$ cat src/rtl/stcd_pkg.sv
// Shared types and constants of the STUN / ChannelData TCP deframer.
package stcd_pkg;

   localparam int STUN_HDR_BYTES_DEF = 20;
   localparam int QUEUE_DEPTH_DEF    = 4;

   localparam logic [15:0] TYPE_CHANNEL_MIN = 16'h4000;
   localparam logic [15:0] TYPE_BAD_MIN     = 16'h8000;
   localparam logic [1:0]  WORD_MASK        = 2'b11;
   localparam int          CHAN_HDR_BYTES   = 4;

   typedef enum logic [1:0] {
      PH_HEADER = 2'd0,
      PH_BODY   = 2'd1,
      PH_PAD    = 2'd2,
      PH_HALT   = 2'd3
   } stcd_phase_type;

   // One queue entry: up to four result bytes that leave in order.
   typedef struct packed {
      logic [3:0][7:0] data;
      logic [1:0]      num;    // index of the final byte in data
      logic            first;  // applies to data[0]
      logic            last;   // applies to data[num]
      logic            chan;
      logic            bad;
   } stcd_entry_type;

   typedef struct packed {
      logic           valid;
      stcd_entry_type entry;
   } stcd_slot_type;

endpackage

$ cat src/rtl/stun_channel_tcp_deframer_top.sv
// Top level of the STUN / ChannelData deframer for a TURN-over-TCP byte stream.
//
// Input channel (req_): one byte of the TCP stream per transaction. Output
// channel (rsp_): one byte of a framed message per transaction, with marks
// for the first header byte and the last message byte, the message kind and
// an error flag. Both channels use valid/ready.
//
// The first three header bytes of each message are held back; with the fourth
// the type and length are decoded and the four header bytes leave as four
// consecutive transactions. Body bytes follow one per transaction; padding to
// the next 4-byte boundary is dropped. A type of 0x8000 or above gives one
// error transaction and the block then swallows every byte until reset.
//
// Throughput: one input byte per cycle. The front end takes a byte each
// cycle unless the group queue is full; the back end issues one byte each
// cycle while the receiver is ready, so a header group of four bytes takes
// four output transactions. A byte that completes a header or carries body
// data goes through the queue into the output register that drives rsp_valid.
// Reset (synchronous) empties the queue and the output register and returns
// to header capture. When the receiver stalls, the output register holds,
// the queue fills, and then req_ready drops on bytes that produce results.
module stun_channel_tcp_deframer_top #(
   parameter int STUN_HDR_BYTES = stcd_pkg::STUN_HDR_BYTES_DEF,
   parameter int QUEUE_DEPTH    = stcd_pkg::QUEUE_DEPTH_DEF
) (
   input  logic       clock,
   input  logic       reset,
   input  logic       req_valid,
   output logic       req_ready,
   input  logic [7:0] req_stream_byte,
   output logic       rsp_valid,
   input  logic       rsp_ready,
   output logic [7:0] rsp_frame_byte,
   output logic       rsp_frame_first,
   output logic       rsp_frame_last,
   output logic       rsp_is_channel,
   output logic       rsp_bad_type
);
   import stcd_pkg::*;

   stcd_slot_type push;
   stcd_slot_type head;
   logic          queue_full;
   logic          pop;

   // classify bytes and build result groups
   stcd_front #(
      .STUN_HDR_BYTES (STUN_HDR_BYTES)
   ) u_front (
      .clock           (clock),
      .reset           (reset),
      .req_valid       (req_valid),
      .req_stream_byte (req_stream_byte),
      .req_ready       (req_ready),
      .queue_full      (queue_full),
      .push            (push)
   );

   // decouple parsing from output stalls
   stcd_queue #(
      .QUEUE_DEPTH (QUEUE_DEPTH)
   ) u_queue (
      .clock (clock),
      .reset (reset),
      .push  (push),
      .full  (queue_full),
      .head  (head),
      .pop   (pop)
   );

   // hand groups out one byte at a time
   stcd_back u_back (
      .clock           (clock),
      .reset           (reset),
      .head            (head),
      .pop             (pop),
      .rsp_valid       (rsp_valid),
      .rsp_ready       (rsp_ready),
      .rsp_frame_byte  (rsp_frame_byte),
      .rsp_frame_first (rsp_frame_first),
      .rsp_frame_last  (rsp_frame_last),
      .rsp_is_channel  (rsp_is_channel),
      .rsp_bad_type    (rsp_bad_type)
   );

endmodule

$ cat src/rtl/stcd_front.sv
// Front end: header capture, message classification and length tracking.
module stcd_front #(
   parameter int STUN_HDR_BYTES = stcd_pkg::STUN_HDR_BYTES_DEF
) (
   input  logic                   clock,
   input  logic                   reset,
   input  logic                   req_valid,
   input  logic [7:0]             req_stream_byte,
   output logic                   req_ready,
   input  logic                   queue_full,
   output stcd_pkg::stcd_slot_type push
);
   import stcd_pkg::*;

   stcd_phase_type phase_ff, phase_in;
   logic [1:0]     cnt_ff, cnt_in;
   logic [7:0]     hdr_ff [3];
   logic [7:0]     hdr_in [3];
   logic [16:0]    left_ff, left_in;
   logic [1:0]     pad_ff, pad_in;
   logic           chan_ff, chan_in;

   logic [15:0] msg_type;
   logic [15:0] msg_len;
   logic        type_chan;
   logic [16:0] body_len;
   logic [1:0]  body_pad;
   logic        need_push;
   logic        accept;

   assign msg_type  = {hdr_ff[0], hdr_ff[1]};
   assign msg_len   = {hdr_ff[2], req_stream_byte};
   assign type_chan = (msg_type >= TYPE_CHANNEL_MIN);
   assign body_len  = type_chan ? {1'b0, msg_len}
                                : {1'b0, msg_len} + 17'(STUN_HDR_BYTES - CHAN_HDR_BYTES);
   // header is a multiple of four, so the body alone sets the padding
   assign body_pad  = (2'd0 - body_len[1:0]) & WORD_MASK;

   assign need_push = (phase_ff == PH_BODY) || (phase_ff == PH_HEADER && cnt_ff == 2'd3);
   assign req_ready = !need_push || !queue_full;
   assign accept    = req_valid && req_ready;

   // next state
   always_comb begin
      phase_in = phase_ff;
      cnt_in   = cnt_ff;
      hdr_in   = hdr_ff;
      left_in  = left_ff;
      pad_in   = pad_ff;
      chan_in  = chan_ff;
      if (accept) begin
         unique case (phase_ff)
            PH_HEADER: begin
               if (cnt_ff != 2'd3) begin
                  hdr_in[cnt_ff] = req_stream_byte;
                  cnt_in         = cnt_ff + 2'd1;
               end else begin
                  cnt_in = 2'd0;
                  if (msg_type >= TYPE_BAD_MIN) begin
                     phase_in = PH_HALT;
                  end else begin
                     chan_in = type_chan;
                     left_in = body_len;
                     pad_in  = body_pad;
                     if (body_len != 17'd0) begin
                        phase_in = PH_BODY;
                     end else begin
                        phase_in = (body_pad != 2'd0) ? PH_PAD : PH_HEADER;
                     end
                  end
               end
            end
            PH_BODY: begin
               if (left_ff <= 17'd1) begin
                  left_in  = 17'd0;
                  phase_in = (pad_ff != 2'd0) ? PH_PAD : PH_HEADER;
               end else begin
                  left_in = left_ff - 17'd1;
               end
            end
            PH_PAD: begin
               pad_in = (pad_ff != 2'd0) ? pad_ff - 2'd1 : 2'd0;
               if (pad_ff <= 2'd1) begin
                  phase_in = PH_HEADER;
               end
            end
            PH_HALT: begin
               phase_in = PH_HALT;
            end
            default: begin
               phase_in = PH_HALT;
            end
         endcase
      end
   end

   // queue push
   always_comb begin
      push             = '0;
      push.valid       = accept && need_push;
      push.entry.chan  = (phase_ff == PH_HEADER) ? type_chan : chan_ff;
      unique case (phase_ff)
         PH_HEADER: begin
            if (msg_type >= TYPE_BAD_MIN) begin
               push.entry.bad  = 1'b1;
               push.entry.chan = 1'b0;
            end else begin
               push.entry.data  = {req_stream_byte, hdr_ff[2], hdr_ff[1], hdr_ff[0]};
               push.entry.num   = 2'd3;
               push.entry.first = 1'b1;
               push.entry.last  = (body_len == 17'd0);
            end
         end
         PH_BODY: begin
            push.entry.data[0] = req_stream_byte;
            push.entry.last    = (left_ff <= 17'd1);
         end
         default: begin
            push.entry.chan = chan_ff;
         end
      endcase
   end

   always_ff @(posedge clock) begin
      if (reset) begin
         phase_ff <= PH_HEADER;
         cnt_ff   <= 2'd0;
         left_ff  <= 17'd0;
         pad_ff   <= 2'd0;
         chan_ff  <= 1'b0;
      end else begin
         phase_ff <= phase_in;
         cnt_ff   <= cnt_in;
         left_ff  <= left_in;
         pad_ff   <= pad_in;
         chan_ff  <= chan_in;
      end
   end

   always_ff @(posedge clock) begin
      hdr_ff <= hdr_in;
   end

   a_halt_sticky: assert property (@(posedge clock) disable iff (reset)
      (phase_ff == PH_HALT) |=> (phase_ff == PH_HALT))
      else $error("halted deframer left the halt phase");

   a_count_in_header: assert property (@(posedge clock) disable iff (reset)
      (cnt_ff != 2'd0) |-> (phase_ff == PH_HEADER))
      else $error("header bytes held outside the header phase");

endmodule

$ cat src/rtl/stcd_queue.sv
// Short queue of result groups between front and back ends.
module stcd_queue #(
   parameter int QUEUE_DEPTH = stcd_pkg::QUEUE_DEPTH_DEF
) (
   input  logic                    clock,
   input  logic                    reset,
   input  stcd_pkg::stcd_slot_type push,
   output logic                    full,
   output stcd_pkg::stcd_slot_type head,
   input  logic                    pop
);
   import stcd_pkg::*;

   localparam int AW = (QUEUE_DEPTH > 1) ? $clog2(QUEUE_DEPTH) : 1;

   stcd_entry_type mem_ff [QUEUE_DEPTH];
   logic [AW:0]    wr_ff, wr_in;
   logic [AW:0]    rd_ff, rd_in;
   logic           empty;

   assign empty      = (wr_ff == rd_ff);
   assign full       = (wr_ff[AW] != rd_ff[AW]) && (wr_ff[AW-1:0] == rd_ff[AW-1:0]);
   assign head.valid = !empty;
   assign head.entry = mem_ff[rd_ff[AW-1:0]];

   // advance pointers; wrap past the depth when it is not a power of two
   always_comb begin
      wr_in = wr_ff;
      rd_in = rd_ff;
      if (push.valid && !full) begin
         wr_in = (wr_ff[AW-1:0] == AW'(QUEUE_DEPTH - 1))
               ? {~wr_ff[AW], {AW{1'b0}}} : wr_ff + (AW+1)'(1);
      end
      if (pop && !empty) begin
         rd_in = (rd_ff[AW-1:0] == AW'(QUEUE_DEPTH - 1))
               ? {~rd_ff[AW], {AW{1'b0}}} : rd_ff + (AW+1)'(1);
      end
   end

   always_ff @(posedge clock) begin
      if (reset) begin
         wr_ff <= '0;
         rd_ff <= '0;
      end else begin
         wr_ff <= wr_in;
         rd_ff <= rd_in;
      end
   end

   always_ff @(posedge clock) begin
      if (push.valid && !full) begin
         mem_ff[wr_ff[AW-1:0]] <= push.entry;
      end
   end

   a_no_overflow: assert property (@(posedge clock) disable iff (reset)
      push.valid |-> !full)
      else $error("transaction pushed into a full queue");

endmodule

$ cat src/rtl/stcd_back.sv
// Back end: split queued groups into single result bytes behind an output register.
module stcd_back (
   input  logic                    clock,
   input  logic                    reset,
   input  stcd_pkg::stcd_slot_type head,
   output logic                    pop,
   output logic                    rsp_valid,
   input  logic                    rsp_ready,
   output logic [7:0]              rsp_frame_byte,
   output logic                    rsp_frame_first,
   output logic                    rsp_frame_last,
   output logic                    rsp_is_channel,
   output logic                    rsp_bad_type
);
   import stcd_pkg::*;

   logic [1:0] sub_ff, sub_in;
   logic       valid_ff, valid_in;
   logic [7:0] byte_ff;
   logic       first_ff, last_ff, chan_ff, bad_ff;
   logic       load;
   logic       final_byte;

   assign load       = head.valid && (!valid_ff || rsp_ready);
   assign final_byte = (sub_ff == head.entry.num);
   assign pop        = load && final_byte;

   always_comb begin
      valid_in = valid_ff;
      sub_in   = sub_ff;
      if (load) begin
         valid_in = 1'b1;
         sub_in   = final_byte ? 2'd0 : sub_ff + 2'd1;
      end else if (rsp_ready) begin
         valid_in = 1'b0;
      end
   end

   always_ff @(posedge clock) begin
      if (reset) begin
         valid_ff <= 1'b0;
         sub_ff   <= 2'd0;
      end else begin
         valid_ff <= valid_in;
         sub_ff   <= sub_in;
      end
   end

   always_ff @(posedge clock) begin
      if (load) begin
         byte_ff  <= head.entry.data[sub_ff];
         first_ff <= head.entry.first && (sub_ff == 2'd0);
         last_ff  <= head.entry.last && final_byte;
         chan_ff  <= head.entry.chan;
         bad_ff   <= head.entry.bad;
      end
   end

   assign rsp_valid       = valid_ff;
   assign rsp_frame_byte  = byte_ff;
   assign rsp_frame_first = first_ff;
   assign rsp_frame_last  = last_ff;
   assign rsp_is_channel  = chan_ff;
   assign rsp_bad_type    = bad_ff;

   a_sub_in_group: assert property (@(posedge clock) disable iff (reset)
      head.valid |-> (sub_ff <= head.entry.num))
      else $error("byte index ran past its group");

   a_bad_plain: assert property (@(posedge clock) disable iff (reset)
      (valid_ff && bad_ff) |-> (!first_ff && !last_ff && !chan_ff && byte_ff == 8'd0))
      else $error("error transaction carries message marks");

endmodule
$ cat config.mk
export PLATFORM = sky130hd
export DESIGN_NAME = stun_channel_tcp_deframer_top
export DESIGN_NICKNAME = d
export VERILOG_FILES = /design/src/rtl/stcd_pkg.sv /design/src/rtl/stun_channel_tcp_deframer_top.sv /design/src/rtl/stcd_front.sv /design/src/rtl/stcd_queue.sv /design/src/rtl/stcd_back.sv
export SDC_FILE = /design/constraint.sdc
export NUM_CORES = 1
export LEC_CHECK = 0
export ABC_AREA = 1
export BUFFER_PORTS_ARGS = -buffer_cell sky130_fd_sc_hd__buf_4
export CORE_MARGIN = 2
export CORE_UTILIZATION = 45
export DETAILED_ROUTE_END_ITERATION = 7
export SYNTH_ARGS = -nofsm -noshare
export SYNTH_HDL_FRONTEND = slang
export SYNTH_SLANG_ARGS = --single-unit
$ cat constraint.sdc
create_clock -name clock -period 3.5 [get_ports clock]
set_clock_uncertainty 0.05 [all_clocks]
set_input_delay 0.35 -clock clock [delete_from_list [all_inputs] [get_ports clock]]
set_output_delay 0.35 -clock clock [all_outputs]
set_load 0.02 [all_outputs]
* After elaboration in Yosys (flattened, before gate mapping)
Memories as Yosys holds them, arrays and structs flattened. A register that Yosys moved wholly into a read port is not among the register bits. Index checks and enable logic that the tools add are counted.
Operators by class: add/sub/neg operators 8, $lt $le $gt $ge 7, eq/ne operators 15, multiplexer cells 41, bitwise gates (word level) 5, reductions and logical operators 33
Operators by type and width (count):
- $mux W17 | 4
- $mux W36 | 1
- $pmux W17 S2 | 1
- $mux W2 | 15
- $bwmux W24 | 1
- $mux W24 | 1
- $add A16 B5 Y17 const B | 1
- $le A17 B1 Y1 const B | 1
- $logic_not A17 Y1 | 1
- $reduce_bool A17 Y1 | 1
- $sub A17 B1 Y17 const B | 1
- $bmux W8 S2 | 1
- $demux W8 S2 | 1
- $ge A16 B15 Y1 const B | 1
- $ge A16 B16 Y1 const B | 1
- $mux W8 | 2
- $pmux W8 S2 | 1
- $reduce_and A4 Y1 | 4
- $logic_and A1 B1 Y1 | 11
- $eq A2 B2 Y1 const B | 5
- $reduce_bool A2 Y1 | 5
- $mux W3 | 3
- $ne A2 B2 Y1 const B | 4
- $pmux W2 S4 | 1
- other kinds (23) | 41
Word-level totals: register bits after elaboration 69, memory bits (writable) 152, input port bits 12, word-level logic and storage cells 127, memories kept 1
Memory list:
- u_queue.mem_ff | depth 4, bits a word 38, read ports 1, clocked after Yosys merged registers in 1, write ports 1, line stcd_queue.sv:16 | stcd_entry_type mem_ff [QUEUE_DEPTH];

* Depth between registers and ports, before layout
Gate-level depths: netlist (run 1).
depth in word-level cells 10, gate-level depth with buffers 13, gate-level depth less buffers 13

* Modules after synthesis
From an unflattened synthesis (run 1), not the netlist that was laid out.
Second synthesis, totals: cell total of the unflattened synthesis 967, area, all modules 10138.5 µm²
Modules (own cells, without submodules):
- stcd_queue | times used 1, cells each 445, area each 6164.7 µm², sequential area each 4724.5 µm²
- stcd_front | times used 1, cells each 429, area each 3154.3 µm², sequential area each 1201.2 µm²
- stcd_back | times used 1, cells each 93, area each 819.5 µm², sequential area each 420.4 µm²

* Least setup slack after synthesis (run 1)
OpenSTA, ideal clock, no wires.
path type flip-flop to flip-flop, start point register u_front.cnt_ff[0], end point memory u_queue.mem_ff[3][0] (netlist name) (enable), setup time 0.432 ns, arrival 2.692 ns, data required time 3.018 ns, path slack 0.325 ns, stages on the path, launching flop included 9, path buffers 0, cells stage by stage dfxtp_1 -> ha_1 -> nor2_1 -> nor2_2 -> nand2_2 -> nand2_2 -> inv_2 -> nand2_2 -> nor2_1
Between the ends: longest elaborated chain between the ends 10
Ends and longest elaborated chain:
- start: declaration | line stcd_front.sv:16 | logic [1:0] cnt_ff, cnt_in;
- start signal: assignment | line stcd_front.sv:133 | cnt_ff <= cnt_in;
- $eq A2 B2 Y1 | line stcd_front.sv:39 | assign need_push = (phase_ff == PH_BODY) || (phase_ff == PH_HEADER && cnt_ff == 2'd3);
- $logic_and A1 B1 Y1 | line stcd_front.sv:39
- $logic_or A1 B1 Y1 | line stcd_front.sv:39
- $logic_not A1 Y1 | line stcd_front.sv:40 | assign req_ready = !need_push || !queue_full;
- $logic_or A1 B1 Y1 | line stcd_front.sv:40
- net req_ready | line stun_channel_tcp_deframer_top.sv:29 | output logic req_ready,
- $logic_and A1 B1 Y1 | line stcd_front.sv:41 | assign accept = req_valid && req_ready;
- $logic_and A1 B1 Y1 | line stcd_front.sv:100 | push.valid = accept && need_push;
- $logic_and A1 B1 Y1 | line stcd_queue.sv:51 | if (push.valid && !full) begin
- $mux W1 | line stcd_queue.sv:51
- $mux W1 (implied by the code) | line stcd_queue.sv:52 | mem_ff[wr_ff[AW-1:0]] <= push.entry;
- end: declaration | line stcd_queue.sv:16
The timed path passes the listed nets, and every way through them passes these cells.

==> results of run 1 <==
[final timing paths]
path	from	endpoint	cells past startpoint	slack [ns]
worst min register to register	u_front.chan_ff	u_front.chan_ff	2	0.40
worst max register to register	u_front.hdr_ff[23]	u_queue.mem_ff[1][2]	8	1.11
worst min-delay path	req_stream_byte[0]	u_front.hdr_ff[0]	1	0.02
worst max-delay path	u_front.hdr_ff[23]	u_queue.mem_ff[1][2]	8	1.11
[layout by cell type (no fill, tap or decap), drive strengths merged, types with 3 or more instances in the layout]
cell and instances:
xnor2 7, nor3 6, a31oi 7, dfxtp 35, o21ai 115, inv 75, xor2 12, a21oi 33
nand3 36, nor2 153, o22ai 36, nand2 126, clkbuf 36, clkinv 5, edfxtp 180, bufinv 3
nand4 15, or2 4, ha 15, buf 34
[critical path, cell delays in order (launching register included)]
cell and delay [ns]:
edfxtp_1 0.47, inv_2 0.24, nand2_1 0.13, nor2_4 0.20
xor2_1 0.28, nand3_1 0.17, nor3_4 0.22, nand3_1 0.10
o21ai_0 0.24
[cells by family (layout without fill, tap and decap cells)]
logic type	after synthesis	in the layout	synth area share (%)
compound gates	194	194	11.0
xor+xnor	19	19	1.77
fa+ha+maj	15	15	1.99
buf+inv	111	154	4.58
flops	215	215	64.8
simple gates	340	340	15.9
[final cells by class]
type                            count  area share, %
Timing Repair Buffer               34           2.38
Inverter                           76           2.66
Tap cell                          270           3.15
Multi-Input combinational cell    568           27.2
Sequential cell                   215           57.0
Clock inverter                      8           1.18
Clock buffer                       36           6.40
[power by group through the flow]
stage	Combinational (uW)	Sequential [uW]	Clock, uW
after global routing	1990	3260	2690
final	1760	3240	2560
after CTS	1780	3240	2600
after global placement	1750	3280	0
after detailed placement	1770	3290	0
after floorplan	1160	3320	0
[stage by stage]
stage	hold slack [ns]	area (um2)	total power [uW]	instances	setup slack, ns
2_1_floorplan	0.375	9430	4480	894	0.325
3_3_place_gp	0.389	9900	5040	1163	1.25
3_5_place_dp	0.395	9900	5060	1163	1.24
4_1_cts	0.00407	10700	7610	1207	1.22
5_1_grt	0.00769	10700	7950	1207	1.01
6_report	0.0186	10700	7560	1207	1.11
[layer usage]
layer	up-vias	wire length, um	global-route usage, %
li1	3155	-	-
met5	-	0	0
met3	33	879	2.63
met4	0	432	4.67
met2	127	10400	34.2
met1	3164	10200	27.9
[flip-flops by register name (all words and copies together), names as in the netlist, named ones only]
signal / flops
u_queue.mem_ff: 144
u_front.hdr_ff: 24
u_front.left_ff: 17
u_back.rsp_frame_byte: 8
u_queue.rd_ff: 3
u_queue.wr_ff: 3
u_back.sub_ff: 2
u_front.cnt_ff: 2
u_front.pad_ff: 2
u_front.phase_ff: 2
u_back.rsp_bad_type: 1
u_back.rsp_frame_first: 1
u_back.rsp_frame_last: 1
u_back.rsp_is_channel: 1
u_back.rsp_valid: 1
u_front.chan_ff: 1
==> metrics, run 1 <==
Power Density=706 nW/um2; first-pass GRT wire length=34,800 um; Cell Area, Synth=9430 um2; setup TNS=0 ns; worst-margin pin slew=0.842 ns; Via-to-Cell Ratio=5.37; initial drt markers=388; clock sink total=215; Unique masters post-synth=36; Synth area leaders=edfxtp_1 57%, dfxtp_1 7.4%, nor2_1 5.8%, o21ai_0 5.3%, nand2_1 4.7%; clock latency reported for the late side of the worst-skew pair=0.53 ns; Multi-input gate area=2920 um2; clk buf depth=3; Post-Route WL=21,900 um; post-CTS sizing=0; pin count of the biggest net entering global routing=51; Startpoint Class=flip-flop; Crit path arrival time=2.56 ns; Placeable Area=20,400 um2; top_reg_cell synth=edfxtp_1; Inserted Diodes=0; area leader, netlist=edfxtp_1; final setup fails=0; WL/cell=18.2 um; Final nets=946; initial antenna violation count=0; Layout area overhead=13.7%; total grt overflow=0; GPL Wtd Cong=0.866; io pins=26; Layout fillers=1,802; Pre-Repair DR Iteration Count=6; HPWL after DPL=14,100 um; DRC viols=0; Clk pwr share=33.9%; Worst-path clk slew=0.06 ns; Synth Register Bits=215; Post-synth top cells=180 x edfxtp_1, 145 x nor2_1, 118 x nand2_1, 100 x o21ai_0, 65 x inv_1; Syn. warnings=0; row count=52; Async S/R FF share, synth=0%; Req. time, crit path=3.68 ns; fmax=0.419 GHz; CP endpoint kind=flip-flop; post-synth top area share=57.3%; sequential area share after synthesis=64.8%; Fin. Hold Viols=0; Synthesized Nets=921; RSZ-0062 raised after global routing=false; Die ar.=22,100 um2; count leader, synth=edfxtp_1; max cap viols=0; Peak VDD IR=475 uV; Max FO, Critical Path=11; Slew Limit Fails=0; Initial Util=46.3%; worst min-delay path category=in2reg; FF+latch area=6110 um2; sw frac=31.1%; Tot GR Track Use=20.2%; number of global-route vias before repair=6,366; antenna viol nets, final=0; share of the clock period used by the worst path=68.2%; Root Driver=clkbuf_16; Gate power share=23.3%; number of enable flip-flop cells after synthesis=180; Util after Layout=52.6%; status=finished, final reports clean; Seq pwr share=42.8%; Setup CP Type=reg2reg; die width=149 um; DR vias=6,479; P_int=5210 uW; Buffers on Ports=25; share of cells above drive strength 1=11.7%; CTS tree=done; Psw=2350 uW; Post-Syn Instances=894; syn avg cell area=10.5 um2; Hold-fix buffers, CTS=0; number of buffers added for setup after CTS=0; Slew HR=43.7%; min Tclk post-route=2.39 ns; static leakage power=0.00394 uW; clock buffer count from CTS=24; H-tree Lvls=1; Die Y-Extent=149 um
Note: power is estimated with default switching activity, not from simulation.
==> run 2: changes to the inputs <==
==> constraint.sdc (replaced) <==
create_clock -name clock -period 2.4 [get_ports clock]
set_clock_uncertainty 0.05 [all_clocks]
set_input_delay 0.24 -clock clock [delete_from_list [all_inputs] [get_ports clock]]
set_output_delay 0.24 -clock clock [all_outputs]
set_load 0.02 [all_outputs]
==> run 2 against run 1 <==
Effect of this change: global-route usage fell by 0.20 points; worst setup slack got worse by 0.81 ns; critical path depth fell by 3; power rose by 40%; clock power rose by 23%; via count rose by 0.39%; sequential share of layout area fell by 0.72 points; sequential power rose by 44%; largest cell class unchanged.
==> metrics, run 2 (same netlist as run 1, synthesis figures left out) <==
Tot Pwr=10,600 uW; Layout area overhead=15.1%; final setup fails=0; clock buffer count from CTS=23; Root Driver=clkbuf_16; Initial Util=46.3%; Hold Crit Depth=4; first-pass GRT wire length=34,000 um; min Tclk post-route=2.09 ns; status=finished, final reports clean; worst-margin pin slew=0.698 ns; Inserted Diodes=0; share of cells above drive strength 1=12.5%; Slew Limit Fails=0; clock latency reported for the late side of the worst-skew pair=0.50 ns; worst-case reg-to-reg path depth=5; Post-Route WL=22,100 um; antenna viol nets, final=0; H-tree Lvls=1; Startpoint Class=flip-flop; Setup CP Type=reg2reg; RSZ-0062 raised after global routing=false; dpl cells=1,180; clk buf depth=3; HPWL after DPL=13,900 um; post-CTS sizing=0; number of global-route vias before repair=6,148; CP endpoint kind=flip-flop; CTS tree=done; io pins=26; most common cell after layout, fill and taps aside=edfxtp_1; pin count of the biggest net entering global routing=73; DR vias=6,504; worst min-delay path category=in2reg; fmax=0.478 GHz; Buffers on Ports=25; post-route insts no fill=1,229; DRC viols=0; Die Y-Extent=149 um; GPL Wtd Cong=0.877; initial drt markers=426; Die ar.=22,100 um2; Via-to-Cell Ratio=5.29; initial antenna violation count=0; Req. time, crit path=2.63 ns; Crit path arrival time=2.32 ns; max reg flops=144; total grt overflow=0; Tot GR Track Use=20.0%; share of the clock period used by the worst path=87.2%; WL/cell=18.0 um; row count=52; Worst-path clk slew=0.06 ns; Layout fillers=1,794; static leakage power=0.00401 uW; Fin. Hold Viols=0; die width=149 um; Pre-Repair DR Iteration Count=5; Final nets=971; max cap viols=0; Max FO, Critical Path=16; Peak VDD IR=409 uV; clock sink total=215; Slew HR=53.4%; commonest non-fill, non-tap cells in the layout=180 x edfxtp_1, 141 x nor2_1, 118 x nand2_1, 100 x o21ai_0, 65 x inv_1; Power Density=978 nW/um2; Placeable Area=20,400 um2
## run 2: layer usage
metal	vias up	routed length (um)	track usage, %
met5	-	0	0
met4	0	366	5.00
met3	29	1180	2.57
met2	159	10100	32.5
met1	3114	10400	28.7
li1	3202	-	-
## run 2: critical path, cell delays in order (launching register included)
cell and delay, ns:
dfxtp_1 0.36, nor2_1 0.18, inv_2 0.16, nor2_1 0.30, inv_1 0.40, nor2_1 0.41
## run 2: stage by stage
step | setup TNS [ns] | worst slack (ns) | utilization [%] | hold slack [ns] | instance area (um2)
after floorplan | -16.23 | -0.150 | - | 0.289 | 9440
after global routing | 0 | 0.117 | 53.3 | 0.0855 | 10900
after global placement | 0 | 0.391 | 49.6 | 0.403 | 10100
after detailed placement | 0 | 0.349 | 49.6 | 0.396 | 10100
final | 0 | 0.307 | 53.3 | 0.0453 | 10900
after CTS | 0 | 0.331 | 53.3 | 0.0282 | 10900
## run 2: cell type report
type	count	area, um2	area share [%]
sequential	215	6110	56.3
multi-input combinational	568	2920	26.9
clock buffer	34	627	5.78
timing repair buffer	60	548	5.05
tap	270	338	3.11
inverter	76	285	2.63
clock inverter	6	28.8	0.265
## run 2: path summary, 6_finish.rpt
check,start,end,slack [ns]
setup / recovery,u_front.phase_ff[1],u_queue.mem_ff[1][33],0.31
hold / removal,rsp_ready,u_back.rsp_valid,0.05
setup reg to reg,u_front.phase_ff[1],u_queue.mem_ff[1][33],0.31
hold reg to reg,u_front.chan_ff,u_front.chan_ff,0.40
## run 2: what timing repair did
action                                 CTS  global route
setup buffers                            0             0
endpoints found under the hold margin   31             0
hold buffers                             9             0
## run 2: power by group
group | internal [uW] | switching (uW)
registers | 4510 | 139
logic | 916 | 1910
clock network | 1800 | 1340
==> run 3: changes to the inputs <==
--- a/config.mk
+++ b/config.mk
@@ -5,7 +5,6 @@
 export SDC_FILE = /design/constraint.sdc
 export NUM_CORES = 1
 export LEC_CHECK = 0
-export ABC_AREA = 1
 export BUFFER_PORTS_ARGS = -buffer_cell sky130_fd_sc_hd__buf_4
 export CORE_MARGIN = 2
 export CORE_UTILIZATION = 45
==> constraint.sdc (replaced) <==
create_clock -name clock -period 2.4 [get_ports clock]
set_clock_uncertainty 0.05 [all_clocks]
set_input_delay 0.24 -clock clock [delete_from_list [all_inputs] [get_ports clock]]
set_output_delay 0.24 -clock clock [all_outputs]
set_load 0.005 [all_outputs]
==> run 3 against run 2 <==
Effect of this change: wire length shrank 8.8%; power shrank 23%; critical path type unchanged; hold slack gained 0.031 ns; register-to-register slack lost 0.20 ns; sequential power shrank 8.8%; fmax shrank 8.8%; via count shrank 17%; worst setup slack lost 0.20 ns; clock power grew 2%; non-clock buffer count grew 12; sequential share of layout area is essentially flat.
==> metrics, run 3 <==
count leader, synth=edfxtp_1; clock latency reported for the late side of the worst-skew pair=0.50 ns; Async S/R FF share, synth=0%; worst min-delay path category=in2reg; FF+latch area=6110 um2; commonest non-fill, non-tap cells in the layout=180 x edfxtp_1, 54 x buf_4, 49 x nor2_1, 44 x mux4_2, 32 x dfxtp_1; Placeable Area=20,200 um2; Buffers on Ports=25; fin area=10,900 um2; final setup fails=0; dpl cells=921; Syn. warnings=0; post-synth top area share=58.2%; HPWL after DPL=12,500 um; sequential area share after synthesis=65.7%; worst slack, placed=0.0632 ns; antenna viol nets, final=0; Final nets=712; setup slack, reg-to-reg=0.11 ns; Inserted Diodes=0; r2r startpoint=u_front.left_ff[5]; number of global-route vias before repair=5,555; DR vias=5,422; Power Density=756 nW/um2; clk buf depth=3; row count=52; pin count of the biggest net entering global routing=38; io pins=26; Worst-path clk slew=0.06 ns; Root Driver=clkbuf_16; Synth Register Bits=215; first-pass GRT wire length=31,900 um; top_reg_cell synth=edfxtp_1; status=finished, final reports clean; Slew Limit Fails=0; most common cell after layout, fill and taps aside=edfxtp_1; H-tree Lvls=1; Die ar.=21,800 um2; worst-case reg-to-reg path depth=7; share of the clock period used by the worst path=95.6%; share of cells above drive strength 1=22.5%; Multi-input gate area=3010 um2; setup TNS=0 ns; area leader, netlist=edfxtp_1; PnR worst setup slack=0.106 ns; total grt overflow=0; clock buffer count from CTS=22; worst-margin pin slew=0.543 ns; post-route insts no fill=968; Cell Area, Synth=9290 um2; Unique masters post-synth=62; min Tclk post-route=2.29 ns; DRC viols=0; initial antenna violation count=0; crit path to=u_front.left_ff[4]; static leakage power=0.00364 uW; WL/cell=20.8 um; Peak VDD IR=460 uV; Synth area leaders=edfxtp_1 58%, mux4_2 11%, dfxtp_1 7.5%, and2_1 2.2%, ha_1 2.0%; Via-to-Cell Ratio=5.60; max reg flops=144; Post-synth top cells=180 x edfxtp_1, 50 x nor2_1, 44 x mux4_2, 35 x dfxtp_1, 32 x and2_1; clock sink total=215; CP Launch Point=u_front.left_ff[5]; Initial Util=45.9%; CTS tree=done; GPL Wtd Cong=0.885; initial drt markers=299; die width=148 um; syn avg cell area=15.0 um2; Crit path arrival time=2.63 ns; Post-Syn Instances=621; Slew HR=63.3%; RR Endpoint=u_front.left_ff[4]; Setup CP Type=reg2reg; Layout area overhead=16.8%; Fin. Hold Viols=0; DP Area=10,100 um2; Post-Route WL=20,200 um; Req. time, crit path=2.73 ns; Startpoint Class=flip-flop; number of enable flip-flop cells after synthesis=180; CP endpoint kind=flip-flop; RSZ-0062 raised after global routing=false; max cap viols=0; Die Y-Extent=148 um; Tot GR Track Use=19.1%; Synthesized Nets=648; Pre-Repair DR Iteration Count=5; fmax=0.436 GHz; Max FO, Critical Path=15; Layout fillers=1,648
run 3: changes by cell type in the layout (fill, tap and decap cells not counted), moves of 10 or more:
cell and change:
nand2_1 -96, o21ai_0 -93, and2_1 +28, nor2_1 -92
mux4_2 +44, a21oi_1 -10, nor3_1 +17, nand3_1 -26
nand4_1 -10, inv_1 -48, o22ai_1 -33
run 3: logic make-up (layout without fill, tap and decap cells):
family / Yosys count / in the layout / synth area share (%)
DFF: 215 / 215 / 65.7
adders and majority gates: 15 / 15 / 2.02
and+or+nand+nor: 178 / 178 / 10.3
muxes: 53 / 53 / 11.6
buffers and inverters: 50 / 127 / 2.18
AOI/OAI and AO/OA: 94 / 94 / 6.68
xor gates and xnor gates: 16 / 16 / 1.51
run 3: area by class of cell:
cell class / instances / area share (%)
well taps: 270 / 3.11
clock buffers: 28 / 5.47
repair buffers: 72 / 6.14
clock inverters: 9 / 0.634
multi-input cells: 356 / 27.7
inverters: 18 / 0.622
flip-flops and latches: 215 / 56.3
run 3: where the power goes:
| group | internal (uW) | total (uW) | leakage, uW | switching (uW) |
|---|---|---|---|---|
| Clock | 1850 | 3210 | 0.000322 | 1360 |
| Sequential | 4190 | 4240 | 0.00193 | 51.5 |
| Combinational | 318 | 758 | 0.00139 | 440 |
run 3: repair_timing:
action                                  CTS  global route
gates resized for setup                   0             8
endpoints found under the setup margin    0            15
hold buffers                              9             0
buffers inserted                          0             1
endpoints found under the hold margin    21             0
run 3: metrics by stage:
stage | hold slack [ns] | util [%] | total power, uW
5_1_grt | 0.0788 | 53.6 | 8530
2_1_floorplan | 0.289 | - | 4770
3_3_place_gp | 0.407 | 49.8 | 5040
6_report | 0.0765 | 53.6 | 8200
3_5_place_dp | 0.426 | 49.8 | 5060
4_1_cts | 0.0593 | 53.5 | 8300
run 3: how the worst min path moves through the flow:
stage / end / start / cells after the start
2_1_floorplan: u_front.hdr_ff[0] / req_stream_byte[0] / 0
3_3_place_gp: u_back.sub_ff[1] / u_back.sub_ff[1] / 2
3_5_place_dp: u_front.hdr_ff[12] / req_stream_byte[4] / 1
4_1_cts: u_queue.wr_ff[1] / reset / 2
5_1_grt: u_front.left_ff[4] / reset / 2
6_report: u_front.left_ff[1] / reset / 2
run 3: critical path, cell delays in order (launching register included):
cell,delay (ns)
dfxtp_2,0.33
or4_4,0.56
or3_4,0.38
o31ai_4,0.30
buf_6,0.21
o32ai_1,0.10
a22oi_1,0.19
nor2_1,0.05
run 3: routing by layer:
layer  track usage (%)  part of all wire (%)  vias to the layer above  routed length [um]
met5                 0                     0                        -                   0
met4              4.86                   2.1                        0                 432
met2              32.1                    49                      124                9890
met3              2.78                   4.3                       33                 876
met1              26.5                    44                     2726                8950
li1                  -                     -                     2539                   -
